==> src/rtl/radio_api_frame_builder_core_assert.svh <==
// assertion macros for the frame builder back end (rafb_back)
`ifndef RADIO_API_FRAME_BUILDER_CORE_ASSERT_SVH
`define RADIO_API_FRAME_BUILDER_CORE_ASSERT_SVH

// same-cycle implication, checked out of reset
`define RAFB_ASSERT(lbl, pre, post, msg) \
  lbl: assert property (@(posedge clk_i) disable iff (!rst_ni) (pre) |-> (post)) \
    else $error(msg);

// next-cycle implication, checked out of reset
`define RAFB_ASSERT_NEXT(lbl, pre, post, msg) \
  lbl: assert property (@(posedge clk_i) disable iff (!rst_ni) (pre) |=> (post)) \
    else $error(msg);

`endif

==> src/rtl/rafb_pkg.sv <==
`timescale 1ns / 1ps
package rafb_pkg;

  localparam int unsigned MAX_PAYLOAD = 256;
  localparam int unsigned LEN_W       = 9;
  localparam int unsigned CFG_IDX_W   = 8;
  localparam int unsigned CFG_DATA_W  = 16;
  localparam int unsigned STEP_W      = 5;

  // frame-data length overhead per mode
  localparam logic [15:0] CMD_OVERHEAD = 16'd4;
  localparam logic [15:0] TX_OVERHEAD  = 16'd14;

  // register indexes
  localparam logic [CFG_IDX_W-1:0] REG_START_DELIM = 8'd0;
  localparam logic [CFG_IDX_W-1:0] REG_CMD_TYPE    = 8'd1;
  localparam logic [CFG_IDX_W-1:0] REG_TX_TYPE     = 8'd2;
  localparam logic [CFG_IDX_W-1:0] REG_NET_ADDR    = 8'd3;

  // serializer positions within one frame
  localparam logic [STEP_W-1:0] STEP_DELIM     = 5'd0;
  localparam logic [STEP_W-1:0] STEP_LEN_HI    = 5'd1;
  localparam logic [STEP_W-1:0] STEP_LEN_LO    = 5'd2;
  localparam logic [STEP_W-1:0] STEP_FTYPE     = 5'd3;
  localparam logic [STEP_W-1:0] STEP_FID       = 5'd4;
  localparam logic [STEP_W-1:0] STEP_CMD1      = 5'd5;
  localparam logic [STEP_W-1:0] STEP_CMD2      = 5'd6;
  localparam logic [STEP_W-1:0] STEP_DEST0     = 5'd5;
  localparam logic [STEP_W-1:0] STEP_DEST_LAST = 5'd12;
  localparam logic [STEP_W-1:0] STEP_ADDR_HI   = 5'd13;
  localparam logic [STEP_W-1:0] STEP_ADDR_LO   = 5'd14;
  localparam logic [STEP_W-1:0] STEP_RADIUS    = 5'd15;
  localparam logic [STEP_W-1:0] STEP_OPTS      = 5'd16;
  localparam logic [STEP_W-1:0] STEP_DATA      = 5'd17;
  localparam logic [STEP_W-1:0] STEP_SUM       = 5'd18;

  localparam int unsigned Q_DEPTH = 2;
  localparam int unsigned Q_PTR_W = 1;

  typedef struct packed {
    logic [7:0]  start_delimiter;
    logic [7:0]  command_frame_type;
    logic [7:0]  transmit_frame_type;
    logic [15:0] tx_net_addr;
  } cfg_t;

  // one classified item waiting for the serializer
  typedef struct packed {
    logic             hdr;
    logic             mode;
    logic [7:0]       frame_id;
    logic [7:0]       command_first;
    logic [7:0]       command_second;
    logic [63:0]      destination;
    logic [7:0]       broadcast_radius;
    logic [7:0]       transmit_options;
    logic [LEN_W-1:0] len;
    logic             has_data;
    logic [7:0]       data_byte;
    logic             close;
  } q_entry_t;

endpackage

==> src/rtl/rafb_front.sv <==
`timescale 1ns / 1ps
module rafb_front import rafb_pkg::*; (
  input  logic             clk_i,
  input  logic             rst_ni,
  input  logic             in_valid_i,
  output logic             in_ready_o,
  input  logic             mode_i,
  input  logic [7:0]       frame_id_i,
  input  logic [7:0]       command_first_i,
  input  logic [7:0]       command_second_i,
  input  logic [63:0]      destination_i,
  input  logic [7:0]       broadcast_radius_i,
  input  logic [7:0]       transmit_options_i,
  input  logic [LEN_W-1:0] payload_length_i,
  input  logic [7:0]       data_byte_i,
  input  logic             q_full_i,
  output logic             push_o,
  output q_entry_t         entry_o
);

  logic             open_q, open_d;
  logic [LEN_W-1:0] left_q, left_d;
  logic [LEN_W-1:0] len_sat;

  assign in_ready_o = !q_full_i;
  assign push_o     = in_valid_i && !q_full_i;

  assign len_sat = (payload_length_i > LEN_W'(MAX_PAYLOAD)) ? LEN_W'(MAX_PAYLOAD)
                                                            : payload_length_i;

  always_comb begin
    entry_o.hdr              = !open_q;
    entry_o.mode             = mode_i;
    entry_o.frame_id         = frame_id_i;
    entry_o.command_first    = command_first_i;
    entry_o.command_second   = command_second_i;
    entry_o.destination      = destination_i;
    entry_o.broadcast_radius = broadcast_radius_i;
    entry_o.transmit_options = transmit_options_i;
    entry_o.len              = len_sat;
    entry_o.data_byte        = data_byte_i;
    if (!open_q) begin
      entry_o.has_data = (len_sat != '0);
      entry_o.close    = (len_sat <= LEN_W'(1));
      open_d           = (len_sat > LEN_W'(1));
      left_d           = len_sat - LEN_W'(1);
    end else begin
      entry_o.has_data = 1'b1;
      entry_o.close    = (left_q == LEN_W'(1));
      open_d           = (left_q != LEN_W'(1));
      left_d           = left_q - LEN_W'(1);
    end
  end

  always_ff @(posedge clk_i or negedge rst_ni) begin
    if (!rst_ni) begin
      open_q <= 1'b0;
      left_q <= '0;
    end else if (push_o) begin
      open_q <= open_d;
      left_q <= open_d ? left_d : '0;
    end
  end

endmodule

==> src/rtl/rafb_queue.sv <==
`timescale 1ns / 1ps
module rafb_queue import rafb_pkg::*; (
  input  logic     clk_i,
  input  logic     rst_ni,
  input  logic     push_i,
  input  q_entry_t entry_i,
  output logic     full_o,
  input  logic     pop_i,
  output logic     head_valid_o,
  output q_entry_t head_o
);

  q_entry_t             mem_q [Q_DEPTH];
  logic [Q_PTR_W-1:0]   wr_q, rd_q;
  logic [Q_PTR_W:0]     cnt_q;

  assign full_o       = (cnt_q == (Q_PTR_W+1)'(Q_DEPTH));
  assign head_valid_o = (cnt_q != '0);
  assign head_o       = mem_q[rd_q];

  always_ff @(posedge clk_i) begin
    if (push_i) begin
      mem_q[wr_q] <= entry_i;
    end
  end

  always_ff @(posedge clk_i or negedge rst_ni) begin
    if (!rst_ni) begin
      wr_q  <= '0;
      rd_q  <= '0;
      cnt_q <= '0;
    end else begin
      if (push_i) begin
        wr_q <= wr_q + Q_PTR_W'(1);
      end
      if (pop_i) begin
        rd_q <= rd_q + Q_PTR_W'(1);
      end
      cnt_q <= cnt_q + (Q_PTR_W+1)'(push_i) - (Q_PTR_W+1)'(pop_i);
    end
  end

endmodule

==> src/rtl/rafb_back.sv <==
`timescale 1ns / 1ps
module rafb_back import rafb_pkg::*; (
  input  logic       clk_i,
  input  logic       rst_ni,
  input  cfg_t       cfg_i,
  input  logic       head_valid_i,
  input  q_entry_t   head_i,
  output logic       pop_o,
  output logic       out_valid_o,
  input  logic       out_ready_i,
  output logic [7:0] out_byte_o,
  output logic       last_of_run_o,
  output logic       frame_end_o
);

`include "radio_api_frame_builder_core_assert.svh"

  logic              mid_q;
  logic [STEP_W-1:0] step_q, step_d, cur_step;
  logic [7:0]        sum_q, sum_d;
  logic              out_valid_q;
  logic [7:0]        out_byte_q;
  logic              last_q, end_q;

  logic              adv, is_last, hdr_end;
  logic [7:0]        byte_v;
  logic [15:0]       fdl;
  logic [2:0]        didx;

  assign adv      = head_valid_i && (!out_valid_q || out_ready_i);
  assign cur_step = mid_q ? step_q : (head_i.hdr ? STEP_DELIM : STEP_DATA);
  assign fdl      = (head_i.mode ? TX_OVERHEAD : CMD_OVERHEAD) + 16'(head_i.len);
  assign didx     = 3'(STEP_DEST_LAST - cur_step);
  assign pop_o    = adv && is_last;

  // byte for the current position
  always_comb begin
    byte_v = '0;
    if (head_i.mode && (cur_step inside {[STEP_DEST0:STEP_DEST_LAST]})) begin
      byte_v = head_i.destination[8*didx +: 8];
    end else begin
      case (cur_step)
        STEP_DELIM:   byte_v = cfg_i.start_delimiter;
        STEP_LEN_HI:  byte_v = fdl[15:8];
        STEP_LEN_LO:  byte_v = fdl[7:0];
        STEP_FTYPE:   byte_v = head_i.mode ? cfg_i.transmit_frame_type
                                           : cfg_i.command_frame_type;
        STEP_FID:     byte_v = head_i.frame_id;
        STEP_CMD1:    byte_v = head_i.command_first;
        STEP_CMD2:    byte_v = head_i.command_second;
        STEP_ADDR_HI: byte_v = cfg_i.tx_net_addr[15:8];
        STEP_ADDR_LO: byte_v = cfg_i.tx_net_addr[7:0];
        STEP_RADIUS:  byte_v = head_i.broadcast_radius;
        STEP_OPTS:    byte_v = head_i.transmit_options;
        STEP_DATA:    byte_v = head_i.data_byte;
        STEP_SUM:     byte_v = ~sum_q;
        default:      byte_v = '0;
      endcase
    end
  end

  // sequencing and running checksum
  always_comb begin
    hdr_end = head_i.mode ? (cur_step == STEP_OPTS) : (cur_step == STEP_CMD2);
    is_last = 1'b0;
    step_d  = cur_step + STEP_W'(1);
    if (cur_step == STEP_SUM) begin
      is_last = 1'b1;
    end else if (cur_step == STEP_DATA) begin
      is_last = !head_i.close;
      step_d  = STEP_SUM;
    end else if (hdr_end) begin
      step_d = head_i.has_data ? STEP_DATA : STEP_SUM;
    end

    sum_d = sum_q;
    if (cur_step == STEP_DELIM || cur_step == STEP_SUM) begin
      sum_d = '0;
    end else if (cur_step >= STEP_FTYPE && cur_step <= STEP_DATA) begin
      sum_d = sum_q + byte_v;
    end
  end

  always_ff @(posedge clk_i or negedge rst_ni) begin
    if (!rst_ni) begin
      mid_q       <= 1'b0;
      step_q      <= STEP_DELIM;
      sum_q       <= '0;
      out_valid_q <= 1'b0;
    end else begin
      if (adv) begin
        mid_q       <= !is_last;
        step_q      <= step_d;
        sum_q       <= sum_d;
        out_valid_q <= 1'b1;
      end else if (out_ready_i) begin
        out_valid_q <= 1'b0;
      end
    end
  end

  always_ff @(posedge clk_i) begin
    if (adv) begin
      out_byte_q <= byte_v;
      last_q     <= is_last;
      end_q      <= (cur_step == STEP_SUM);
    end
  end

  assign out_valid_o   = out_valid_q;
  assign out_byte_o    = out_byte_q;
  assign last_of_run_o = last_q;
  assign frame_end_o   = end_q;

  `RAFB_ASSERT(a_mid_has_entry, mid_q, head_valid_i, "item in progress left the queue")
  `RAFB_ASSERT(a_step_range, mid_q, step_q <= STEP_SUM, "serializer position out of range")
  `RAFB_ASSERT(a_sum_is_last, adv && cur_step == STEP_SUM, pop_o, "checksum not last of item")
  `RAFB_ASSERT(a_data_item_start, adv && !mid_q && !head_i.hdr, cur_step == STEP_DATA,
    "data item did not start at payload byte")
  `RAFB_ASSERT_NEXT(a_checksum_clears_sum, adv && cur_step == STEP_SUM, sum_q == 8'd0,
    "running sum not cleared after checksum")

endmodule

==> src/rtl/radio_api_frame_builder_core.sv <==
`timescale 1ns / 1ps
// radio api frame builder
// in channel: in_valid_i / in_ready_o, one item per handshake. the first item of a
//   frame carries mode, frame id, header fields and payload length (saturated to 256)
//   plus the first payload byte; later items carry one payload byte each.
// out channel: out_valid_o / out_ready_i, one frame byte per item, with last_of_run_o
//   on the final byte caused by an input item and frame_end_o on the checksum byte.
// cfg channel: cfg_valid_i / cfg_ready_o (always ready), cfg_index_i picks the register
//   (0 delimiter, 1 command type, 2 transmit type, 3 network address), others ignored.
// an accepted item passes through the queue and then the output register before its first byte appears.
// throughput: the serializer emits one byte per cycle unless the queue is empty or the
//   output stalls; a frame-start item yields 8 to 19 bytes (header length by mode,
//   payload byte, checksum), a payload item 1 byte or 2 on the last byte of the frame.
// a 2-entry queue separates the classifying front from the serializer; while the
//   receiver stalls the output register holds its byte and input is still taken until
//   the queue fills, then in_ready_o drops.
// reset: registers return to their defaults, no frame is open, queue and output empty.
module radio_api_frame_builder_core import rafb_pkg::*; (
  input  logic                  clk_i,
  input  logic                  rst_ni,
  input  logic                  in_valid_i,
  output logic                  in_ready_o,
  input  logic                  mode_i,
  input  logic [7:0]            frame_id_i,
  input  logic [7:0]            command_first_i,
  input  logic [7:0]            command_second_i,
  input  logic [63:0]           destination_i,
  input  logic [7:0]            broadcast_radius_i,
  input  logic [7:0]            transmit_options_i,
  input  logic [LEN_W-1:0]      payload_length_i,
  input  logic [7:0]            data_byte_i,
  output logic                  out_valid_o,
  input  logic                  out_ready_i,
  output logic [7:0]            out_byte_o,
  output logic                  last_of_run_o,
  output logic                  frame_end_o,
  input  logic                  cfg_valid_i,
  output logic                  cfg_ready_o,
  input  logic [CFG_IDX_W-1:0]  cfg_index_i,
  input  logic [CFG_DATA_W-1:0] cfg_data_i
);

  cfg_t     cfg_q;
  logic     push, q_full, pop, head_valid;
  q_entry_t entry, head;

  // config registers, always ready
  assign cfg_ready_o = 1'b1;

  always_ff @(posedge clk_i or negedge rst_ni) begin
    if (!rst_ni) begin
      cfg_q.start_delimiter     <= 8'h7E;
      cfg_q.command_frame_type  <= 8'h08;
      cfg_q.transmit_frame_type <= 8'h10;
      cfg_q.tx_net_addr         <= 16'hFFFE;
    end else if (cfg_valid_i) begin
      case (cfg_index_i)
        REG_START_DELIM: cfg_q.start_delimiter     <= cfg_data_i[7:0];
        REG_CMD_TYPE:    cfg_q.command_frame_type  <= cfg_data_i[7:0];
        REG_TX_TYPE:     cfg_q.transmit_frame_type <= cfg_data_i[7:0];
        REG_NET_ADDR:    cfg_q.tx_net_addr         <= cfg_data_i;
        default: ;
      endcase
    end
  end

  // front: frame tracking and item classification
  rafb_front u_front (
    .clk_i              (clk_i),
    .rst_ni             (rst_ni),
    .in_valid_i         (in_valid_i),
    .in_ready_o         (in_ready_o),
    .mode_i             (mode_i),
    .frame_id_i         (frame_id_i),
    .command_first_i    (command_first_i),
    .command_second_i   (command_second_i),
    .destination_i      (destination_i),
    .broadcast_radius_i (broadcast_radius_i),
    .transmit_options_i (transmit_options_i),
    .payload_length_i   (payload_length_i),
    .data_byte_i        (data_byte_i),
    .q_full_i           (q_full),
    .push_o             (push),
    .entry_o            (entry)
  );

  // decoupling queue
  rafb_queue u_queue (
    .clk_i        (clk_i),
    .rst_ni       (rst_ni),
    .push_i       (push),
    .entry_i      (entry),
    .full_o       (q_full),
    .pop_i        (pop),
    .head_valid_o (head_valid),
    .head_o       (head)
  );

  // back: byte serializer, checksum and output register
  rafb_back u_back (
    .clk_i         (clk_i),
    .rst_ni        (rst_ni),
    .cfg_i         (cfg_q),
    .head_valid_i  (head_valid),
    .head_i        (head),
    .pop_o         (pop),
    .out_valid_o   (out_valid_o),
    .out_ready_i   (out_ready_i),
    .out_byte_o    (out_byte_o),
    .last_of_run_o (last_of_run_o),
    .frame_end_o   (frame_end_o)
  );

endmodule

==> config.mk <==
export PLATFORM = sky130hd
export DESIGN_NAME = radio_api_frame_builder_core
export DESIGN_NICKNAME = d
export VERILOG_FILES = /design/src/rtl/rafb_pkg.sv /design/src/rtl/rafb_front.sv /design/src/rtl/rafb_queue.sv /design/src/rtl/rafb_back.sv /design/src/rtl/radio_api_frame_builder_core.sv
export VERILOG_INCLUDE_DIRS = /design/src /design/src/rtl
export SDC_FILE = /design/constraint.sdc
export NUM_CORES = 1
export LEC_CHECK = 0
export ABC_CLOCK_PERIOD_IN_PS = 13800
export BUFFER_PORTS_ARGS = -buffer_cell sky130_fd_sc_hd__buf_2
export CORE_MARGIN = 2
export CORE_UTILIZATION = 63
export CTS_CLUSTER_SIZE = 20
export DETAILED_ROUTE_END_ITERATION = 16
export GPL_TIMING_DRIVEN = 0
export PLACE_DENSITY = 0.89
export SKIP_CTS_REPAIR_TIMING = 1
export SLEW_MARGIN = 20
export SYNTH_ARGS = -nofsm -noshare
export SYNTH_HDL_FRONTEND = slang
export SYNTH_SLANG_ARGS = --single-unit
==> constraint.sdc <==
create_clock -name clk_i -period 13.8 [get_ports clk_i]
set_input_delay 2.07 -clock clk_i [delete_from_list [all_inputs] [get_ports clk_i]]
set_output_delay 2.07 -clock clk_i [all_outputs]
set_load 0.02 [all_outputs]
==> impl_metrics.tcl, run 1 <==
set metrics [dict create \
    synth_ff_type "edfxtp_1" \
    via_per_inst 6.41 \
    antenna_found_initial 0 \
    crit_family "compound AO/OA/AOI/OAI gates" \
    max-clock-path-buffers 3 \
    grt_pass1_wl_um 51500 \
    tightestPinTransition_ps 1160 \
    max_stage_delay_ps 620 \
    drt_iter0_drc 1017 \
    critPathSlowestCell "a2111oi_0" \
    critical_path_arrival_ps 7140 \
    fmax_ghz 0.150 \
    cts_made_buffers 34 \
    crit_path_frequent_cell "buf_2" \
    grt_overflow 0 \
    yosysMostFrequentCell "edfxtp_1" \
    synth_async_sr_flop_share_pct 21.0 \
    setup.worst_path.class "reg2reg" \
    drive_above_1_share_pct 31.4 \
    dr_total_vias 9364 \
    port_buffers 162 \
    setup_ws_ps 7120 \
    synth_nets 1114 \
    synth_area_leaders "edfxtp_1 (55%), dfrtp_1 (8.1%), mux4_2 (5.0%)" \
    place_inst 1398 \
    slew_headroom_pct 22.0 \
    cts-root-buf "clkbuf_16" \
    cts_tree "built" \
    placed_area_um2 15700 \
    gp_congestion 0.904 \
    p_per_area_nw_per_um2 229 \
    wl_per_cell_um 23.3 \
    hold_violations 0 \
    syn_inst 942 \
    path_cells "buf_6 -> buf_2 -> buf_2 -> buf_2 -> buf_2 -> clkbuf_1 -> mux2_2 -> ha_1 -> nor2_1 -> a2111oi_2 -> nand2_1 -> nor3b_1 -> a2111oi_0 -> a31oi_1 -> ha_1 -> or3_1 -> o21ai_0 -> a21oi_1 -> a31o_1 -> a2111oi_2 -> a21o_1" \
    die_w_um 155 \
    maxCapViolations 0 \
    synth_top_area_share_pct 54.7 \
    min_period_over_period_pct 48.4 \
    route.detailed.drc 0 \
    cts_sinks 329 \
    fin_util_pct 74.7 \
    power.leakage_nw 6.48 \
    crit_buf_inv 6 \
    ys_seq_elements 329 \
    hp-class "reg2reg" \
    die_area_um2 23900 \
    path_clk_slew_ps 60 \
    synthToLayoutAreaGrowth_pct 17.3 \
    endpoint_kind "flop" \
    tns_ps 0 \
    hpwl_um 23600 \
    die-height_um 155 \
    rsz0062_at_grt "false" \
    cp_max_fo 10 \
    grt_pass1_vias 9535 \
    clkLatencyLatePin_ps 530 \
    avgSynthCellArea_um2 15.2 \
    status "finished clean" \
    fin_nets 1321 \
    pin_count 164 \
    cp-start-kind "flop" \
    hold_slack_ps 487 \
    total_power_mw 3.84 \
    slew_violations 0 \
    ir_worst_vdd_mv 0.157 \
    ant_nets 0 \
    htreeDepth 2 \
    num_antenna_cells 0 \
    netlist_area_um2 14300 \
    synth-edff-count 260 \
    totalWireLength_um 34000 \
    worstPathRequired_ps 14260 \
    fin_area_um2 16700 \
    grt_max_degree 53 \
    fp-row-count 55 \
    setup_violations 0 \
    core_region_area_um2 22400 \
    initial_core_util_pct 63.7 \
    instances_no_fill 1460 \
    track_usage_pct 28.6 \
    dp_slack_ps 7250 \
    period_minus_slack_ps 6680 \
    yosysWarnings 0 \
    skew_ps 32.6 \
    yosys.area.top_type "edfxtp_1" \
    yosysSeqAreaShare_pct 67.0 \
    yosys-top-cells-count "edfxtp_1 (260), nand2_1 (84), mux2_2 (55), mux2i_1 (53), dfrtp_1 (46)" \
    yosysUniqueCellTypes 77 \
    first_pass_iters 6 \
]
-- path summary, 6_finish.rpt --
check,from,end,slack [ps],depth (start not counted)
hold reg to reg,u_queue.cnt_q[0],u_back.out_valid_o,490,2
min in group asynchronous,rst_ni,u_back.out_valid_o,1430,1
hold / removal,u_queue.cnt_q[0],u_back.out_valid_o,490,2
max in group asynchronous,rst_ni,cfg_q[15],11770,2
setup / recovery,u_queue.rd_q,u_back.sum_q[7],7120,21
setup reg to reg,u_queue.rd_q,u_back.sum_q[7],7120,21
-- metal layers --
| layer | track usage (%) | share of wire [%] | up-vias |
|---|---|---|---|
| met4 | 11.0 | 3.3 | 0 |
| li1 | - | - | 4097 |
| met3 | 6.08 | 10 | 88 |
| met1 | 38.7 | 38 | 4593 |
| met5 | 0 | 0 | - |
| met2 | 46.6 | 48 | 586 |
-- state kept, by name (all words and copies together) (netlist names), 2 cells and up --
name               count
u_back.sum_q           8
u_queue.mem_q        250
u_back.out_byte_o      8
u_back.step_q          5
u_front.left_q         9
u_queue.cnt_q          2
cfg_q                 40
-- worst min-delay path, delay by kind of cell (launching register included) --
family,cells,cell delay [ps]
simple gates,2,90
flops,1,360
-- cells by family (layout without fill, tap and decap cells) --
| family | after synthesis | count (layout) | synth area share (%) |
|---|---|---|---|
| flip-flops | 329 | 329 | 67.0 |
| AND/OR/NAND/NOR | 206 | 206 | 7.10 |
| AO/OA/AOI/OAI | 157 | 157 | 7.58 |
| multiplexers | 142 | 142 | 13.3 |
| buffers and inverters | 69 | 302 | 2.11 |
| adder cells (fa/ha/maj) | 21 | 21 | 1.89 |
| XOR/XNOR | 17 | 17 | 1.04 |
| other | 1 | 1 | 0.0263 |
-- placed cells by master, fill, tap and decap left out, types with 19 or more instances in the layout --
cell,instances
inv_1,27
dfstp_2,23
nor2_1,33
clkbuf_1,26
clkbuf_16,35
mux2i_1,53
edfxtp_1,260
a21oi_1,25
mux4_2,32
nand3_1,19
o21ai_0,34
nand2_1,84
buf_2,176
ha_1,20
dfrtp_1,46
o22ai_1,19
mux2_2,55
-- final cells by class --
| cell class | count | area [µm²] |
|---|---|---|
| Buffer | 39 | 189 |
| Clock buffer | 48 | 965 |
| Clock inverter | 14 | 115 |
| Fill cell | 1333 | 5690 |
| Inverter | 30 | 113 |
| Multi-Input combinational cell | 544 | 4440 |
| Sequential cell | 329 | 9560 |
| Tap cell | 285 | 357 |
| Timing Repair Buffer | 171 | 1010 |
-- report_power, final --
group | leakage (nW) | total [mW] | switching [mW] | internal, mW
Sequential | 3.24 | 1.44 | 0.0917 | 1.35
Combinational | 2.72 | 1.52 | 0.915 | 0.600
Clock | 0.527 | 0.880 | 0.370 | 0.511
No activity file was read; power rests on OpenSTA's default activity.
==> run 2, diff against run 1 <==
--- a/config.mk
+++ b/config.mk
@@ -6,14 +6,14 @@
 export SDC_FILE = /design/constraint.sdc
 export NUM_CORES = 1
 export LEC_CHECK = 0
-export ABC_CLOCK_PERIOD_IN_PS = 13800
+export ABC_CLOCK_PERIOD_IN_PS = 5400
 export BUFFER_PORTS_ARGS = -buffer_cell sky130_fd_sc_hd__buf_2
 export CORE_MARGIN = 2
-export CORE_UTILIZATION = 63
+export CORE_UTILIZATION = 53
 export CTS_CLUSTER_SIZE = 20
 export DETAILED_ROUTE_END_ITERATION = 16
 export GPL_TIMING_DRIVEN = 0
-export PLACE_DENSITY = 0.89
+export PLACE_DENSITY = 0.8
 export SKIP_CTS_REPAIR_TIMING = 1
 export SLEW_MARGIN = 20
 export SYNTH_ARGS = -nofsm -noshare
==> constraint.sdc (replaced) <==
create_clock -name clk_i -period 5.4 [get_ports clk_i]
set_input_delay 0.81 -clock clk_i [delete_from_list [all_inputs] [get_ports clk_i]]
set_output_delay 0.81 -clock clk_i [all_outputs]
set_load 0.02 [all_outputs]
==> run 2 against run 1 <==
- global-route usage down 5.0 points
- sequential power rose to 2.5 times the previous value
- first-iteration DRC count down 18%
- core utilization down 11 points
- clock power rose to 2.6 times the previous value
- critical path type unchanged
- cell count up 4.0%
- final area up 1.5%
==> impl_metrics.tcl, run 2 (same netlist as run 1, synthesis figures left out) <==
set metrics [dict create \
    status "finished clean" \
    slew_violations 0 \
    first_pass_iters 6 \
    critPathSlowestCell "nor4b_4" \
    skew_ps 22.7 \
    slew_headroom_pct 45.7 \
    cts_tree "built" \
    ant_nets 0 \
    via_per_inst 5.93 \
    critical_path_arrival_ps 5600 \
    hp-class "in2async" \
    dr_total_vias 9008 \
    endpoint_kind "flop" \
    max_stage_delay_ps 540 \
    grt_max_degree 53 \
    reg_top3 "u_queue.mem_q (250), cfg_q (40), u_front.left_q (9)" \
    die-height_um 168 \
    route.detailed.drc 0 \
    fin_nets 1323 \
    die_w_um 168 \
    min_period_over_period_pct 96.3 \
    p_per_area_nw_per_um2 587 \
    hpwl_um 23500 \
    worstPathRequired_ps 5800 \
    crit_family "compound AO/OA/AOI/OAI gates" \
    port_buffers 162 \
    final_common_cell "edfxtp_1" \
    hold_violations 0 \
    clkLatencyLatePin_ps 510 \
    power.leakage_nw 6.55 \
    htreeDepth 2 \
    seq_area_um2 9560 \
    setup.worst_path.class "reg2reg" \
    instances_no_fill 1518 \
    die_area_um2 28300 \
    antenna_found_initial 2 \
    top_register "u_queue.mem_q" \
    drt_iter0_drc 838 \
    maxCapViolations 0 \
    setup_violations 0 \
    nFillCells 1939 \
    crit_buf_inv 5 \
    grt_pass1_wl_um 51100 \
    path_cells "buf_6 -> mux2_4 -> o21ai_4 -> buf_8 -> buf_8 -> ha_2 -> clkbuf_2 -> inv_1 -> nor4b_4 -> a222oi_1 -> o21ai_0 -> nor2_1 -> a31oi_2 -> a31o_2 -> ha_1 -> a21o_1 -> a21oi_1 -> nor2b_1 -> o21ai_1 -> a21oi_1 -> a31o_1 -> a31o_1 -> a21o_1" \
    max-clock-path-buffers 3 \
    path_clk_slew_ps 60 \
    core_region_area_um2 26700 \
    initial_core_util_pct 53.4 \
    grt_pass1_vias 9156 \
    grt_overflow 0 \
    totalWireLength_um 32800 \
    tns_ps 0 \
    largest_reg_flops 250 \
    fp-row-count 60 \
    multi_input_comb_area_um2 4490 \
    period_minus_slack_ps 5200 \
    cp-start-kind "flop" \
    place_inst 1453 \
    cts_sinks 329 \
    cts-root-buf "clkbuf_16" \
    gp_congestion 0.910 \
    drive_above_1_share_pct 33.1 \
    track_usage_pct 23.6 \
    ir_worst_vdd_mv 0.507 \
    tightestPinTransition_ps 809 \
    fmax_ghz 0.192 \
    cp_max_fo 11 \
    reg2reg_slack_ps 200 \
    pin_count 164 \
    layout_common_cells "edfxtp_1 (260), buf_2 (171), nand2_1 (84), mux2_2 (55), mux2i_1 (53)" \
    cts_made_buffers 35 \
    synthToLayoutAreaGrowth_pct 19.0 \
    wl_per_cell_um 21.6 \
]
run 2: layout make-up:
| type | count | share of cell area (%) |
|---|---|---|
| Clock buffer | 48 | 5.80 |
| Inverter | 30 | 0.685 |
| Sequential cell | 329 | 56.3 |
| Buffer | 33 | 1.27 |
| Antenna cell | 1 | 0.0147 |
| Timing Repair Buffer | 178 | 6.30 |
| Multi-Input combinational cell | 544 | 26.4 |
| Tap cell | 341 | 2.51 |
| Clock inverter | 14 | 0.751 |
run 2: worst reg2reg max path: cells and delay by family (launching register included):
kind	cells	cell delay, ps
AO/OA/AOI/OAI	12	2290
adder cells (fa/ha/maj)	2	410
buffers and inverters	5	900
flip-flops	1	370
multiplexers	1	370
AND/OR/NAND/NOR	3	760
run 2: layer usage:
layer	part of all wire (%)	track usage, %
met1	42	32.8
met2	47	37.8
met3	7.8	4.77
met4	2.9	8.10
met5	0.021	0
run 2: stage by stage:
stage / utilization, % / power (mW) / worst slack (ps) / hold WS (ps) / cell area (µm²)
after floorplan: - / 6.36 / 174 / 452 / 14300
after global placement: 58.1 / 7.40 / -1420 / 476 / 15500
after detailed placement: 58.9 / 7.52 / -1190 / 477 / 15700
after CTS: 63.1 / 9.86 / -1220 / 222 / 16900
after global routing: 63.6 / 10.5 / -53.2 / 234 / 17000
final: 63.6 / 9.98 / 199 / 234 / 17000
run 2: worst paths after layout:
path / end / from / depth (start not counted)
max: u_back.sum_q[7] / u_queue.rd_q / 23
min: u_front.open_q / rst_ni / 1
max reg2reg: u_back.sum_q[7] / u_queue.rd_q / 23
min reg2reg: u_back.out_valid_o / u_queue.cnt_q[0] / 2
max in group asynchronous: cfg_q[8] / rst_ni / 2
min in group clk_i: u_queue.mem_q[0][118] / frame_id_i[3] / 1
run 2: power breakdown:
part           switching, mW  internal (mW)
Combinational           2.33           1.66
Clock                  0.940           1.38
Sequential             0.221           3.45
Total                   3.49           6.48
==> run 3, diff against run 2 <==
--- a/config.mk
+++ b/config.mk
@@ -6,6 +6,7 @@
 export SDC_FILE = /design/constraint.sdc
 export NUM_CORES = 1
 export LEC_CHECK = 0
+export ABC_AREA = 1
 export ABC_CLOCK_PERIOD_IN_PS = 5400
 export BUFFER_PORTS_ARGS = -buffer_cell sky130_fd_sc_hd__buf_2
 export CORE_MARGIN = 2
==> run 3 against run 2 <==
- first-iteration DRC count grew 62%
- cell count grew 35%
- via count grew 28%
- combinational power grew 9.8%
- hold slack lost 61 ps
- sequential cell count is the same
- highest routed layer is now met4
- core utilization grew 0.86 points
- clock skew shrank 4.8 ps
- synthesized cell count grew 53%
- critical path depth grew 5
==> impl_metrics.tcl, run 3 <==
set metrics [dict create \
    status "finished clean" \
    synth_async_sr_flop_share_pct 21.0 \
    die-height_um 171 \
    antenna_found_initial 5 \
    rsz0062_at_grt "false" \
    max-clock-path-buffers 3 \
    nFillCells 2080 \
    final_common_cell "nand2_1" \
    max_stage_delay_ps 450 \
    synth_fa_ha_area_share_pct 1.84 \
    ys_seq_elements 329 \
    initial_core_util_pct 54.3 \
    syn_inst 1439 \
    cts_made_buffers 35 \
    yosysUniqueCellTypes 49 \
    reg2reg_depth 28 \
    fmax_ghz 0.198 \
    critPathSlowestCell "dfrtp_1" \
    p_per_area_nw_per_um2 588 \
    port_buffers 162 \
    min_period_over_period_pct 93.4 \
    die_w_um 171 \
    total_power_mw 10.3 \
    path_clk_slew_ps 60 \
    pin_count 164 \
    placed_area_um2 16300 \
    via_per_inst 5.60 \
    tightestPinTransition_ps 999 \
    ant_nets 0 \
    track_usage_pct 27.6 \
    synthToLayoutAreaGrowth_pct 18.7 \
    htreeDepth 2 \
    yosysMostFrequentCell "nand2_1" \
    yosys.area.top_type "edfxtp_1" \
    synth_xor_area_share_pct 0.714 \
    die_area_um2 29100 \
    setup_violations 0 \
    hp-class "in2async" \
    slew_headroom_pct 33.4 \
    reg_top3 "u_queue.mem_q (250), cfg_q (40), u_front.left_q (9)" \
    crit_path_frequent_cell "nand2_1" \
    route.detailed.drc 0 \
    maxCapViolations 0 \
    worstPathRequired_ps 5810 \
    gp_congestion 0.920 \
    synth_top_area_share_pct 53.1 \
    setup.worst_path.class "reg2reg" \
    core_region_area_um2 27100 \
    fin_nets 1825 \
    period_minus_slack_ps 5050 \
    netlist_area_um2 14700 \
    grt_pass1_wl_um 60800 \
    synth_area_leaders "edfxtp_1 (53%), nand2_1 (11%), dfrtp_1 (7.8%)" \
    synthSimpleGateAreaFrac_pct 21.3 \
    largest_reg_flops 250 \
    grt_max_degree 56 \
    fin_area_um2 17500 \
    synth_top_family_by_area "simple AND/OR/NAND/NOR gates" \
    critical_path_arrival_ps 5460 \
    yosysSeqAreaShare_pct 65.0 \
    hold_violations 0 \
    cts_sinks 329 \
    skew_ps 17.9 \
    dp_slack_ps -39.9 \
    cts_tree "built" \
    ir_worst_vdd_mv 0.299 \
    totalWireLength_um 39900 \
    drt_iter0_drc 1356 \
    slew_violations 0 \
    avgSynthCellArea_um2 10.2 \
    synth_nets 1611 \
    synth_compound_area_share_pct 6.60 \
    grt_overflow 0 \
    cp_max_fo 11 \
    top_register "u_queue.mem_q" \
    hold_slack_ps 173 \
    layout_common_cells "nand2_1 (433), edfxtp_1 (260), buf_2 (188), nand3_1 (122), nor2_1 (98)" \
    endpoint_kind "flop" \
    yosys-top-cells-count "nand2_1 (433), edfxtp_1 (260), nand3_1 (122), nor2_1 (101), inv_1 (97)" \
    power.leakage_nw 7.35 \
    first_pass_iters 5 \
    hpwl_um 28900 \
    dr_total_vias 11500 \
    setup_ws_ps 354 \
    wl_per_cell_um 19.4 \
    grt_pass1_vias 11100 \
    yosysWarnings 0 \
    drive_above_1_share_pct 19.5 \
    tns_ps 0 \
    synthMuxAreaShare_pct 0 \
    synth-edff-count 260 \
    cp-start-kind "flop" \
    fp-row-count 60 \
    cts-root-buf "clkbuf_16" \
    synth_ff_type "edfxtp_1" \
    clkLatencyLatePin_ps 520 \
]
## run 3: worst paths after layout
kind	start	slack, ps	endpoint
setup reg to reg	u_queue.rd_q	350	u_back.sum_q[7]
max in group asynchronous	rst_ni	4610	cfg_q[20]
min in group clk_i	cfg_q[12]	470	cfg_q[12]
hold / removal	rst_ni	170	u_back.out_valid_o
setup / recovery	u_queue.rd_q	350	u_back.sum_q[7]
hold reg to reg	cfg_q[12]	470	cfg_q[12]
## run 3: area by class of cell
class	instances	area, µm²	share of cell area [%]
Buffer	48	238	1.36
Sequential cell	329	9560	54.8
Timing Repair Buffer	179	1180	6.75
Multi-Input combinational cell	949	4530	25.9
Antenna cell	5	12.5	0.0716
Inverter	111	420	2.41
Tap cell	372	465	2.66
Clock buffer	48	966	5.53
Clock inverter	11	92.6	0.530
## run 3: metrics by stage
stage	utilization, %	instances
detailed placement	60.3	1986
global route	64.4	2052
CTS	64.2	2045
floorplan	-	1439
global placement	59.0	1973
finish	64.4	2052
## run 3: cell families after synthesis
kind of cell / count (synthesis)
buffers and inverters: 161
XOR/XNOR: 12
AO/OA/AOI/OAI: 183
other: 1
AND/OR/NAND/NOR: 732
adder cells (fa/ha/maj): 21
flip-flops: 329
## run 3: worst max-delay path: cells and delay by family, from the launching register on
| kind | cells | cell delay (ps) |
|---|---|---|
| AOI/OAI and AO/OA | 3 | 380 |
| adders and majority gates | 3 | 890 |
| xor gates and xnor gates | 1 | 200 |
| DFF | 1 | 450 |
| buffers and inverters | 7 | 1100 |
| and+or+nand+nor | 14 | 1890 |
## run 3: routing by layer
layer  up-vias  GRT usage [%]  part of all wire, %
met5         -              0                    0
met4         0           9.10                  2.4
met3        75           4.14                  8.1
met2       565           45.7                   48
met1      5513           37.6                   41
li1       5338              -                    -
## run 3: power breakdown
part	switching [mW]	leakage [nW]	internal, mW	total (mW)
Clock	0.947	0.514	1.30	2.25
Sequential	0.194	3.25	3.45	3.64
Combinational	3.04	3.59	1.34	4.38
Total	4.18	7.35	6.09	10.3
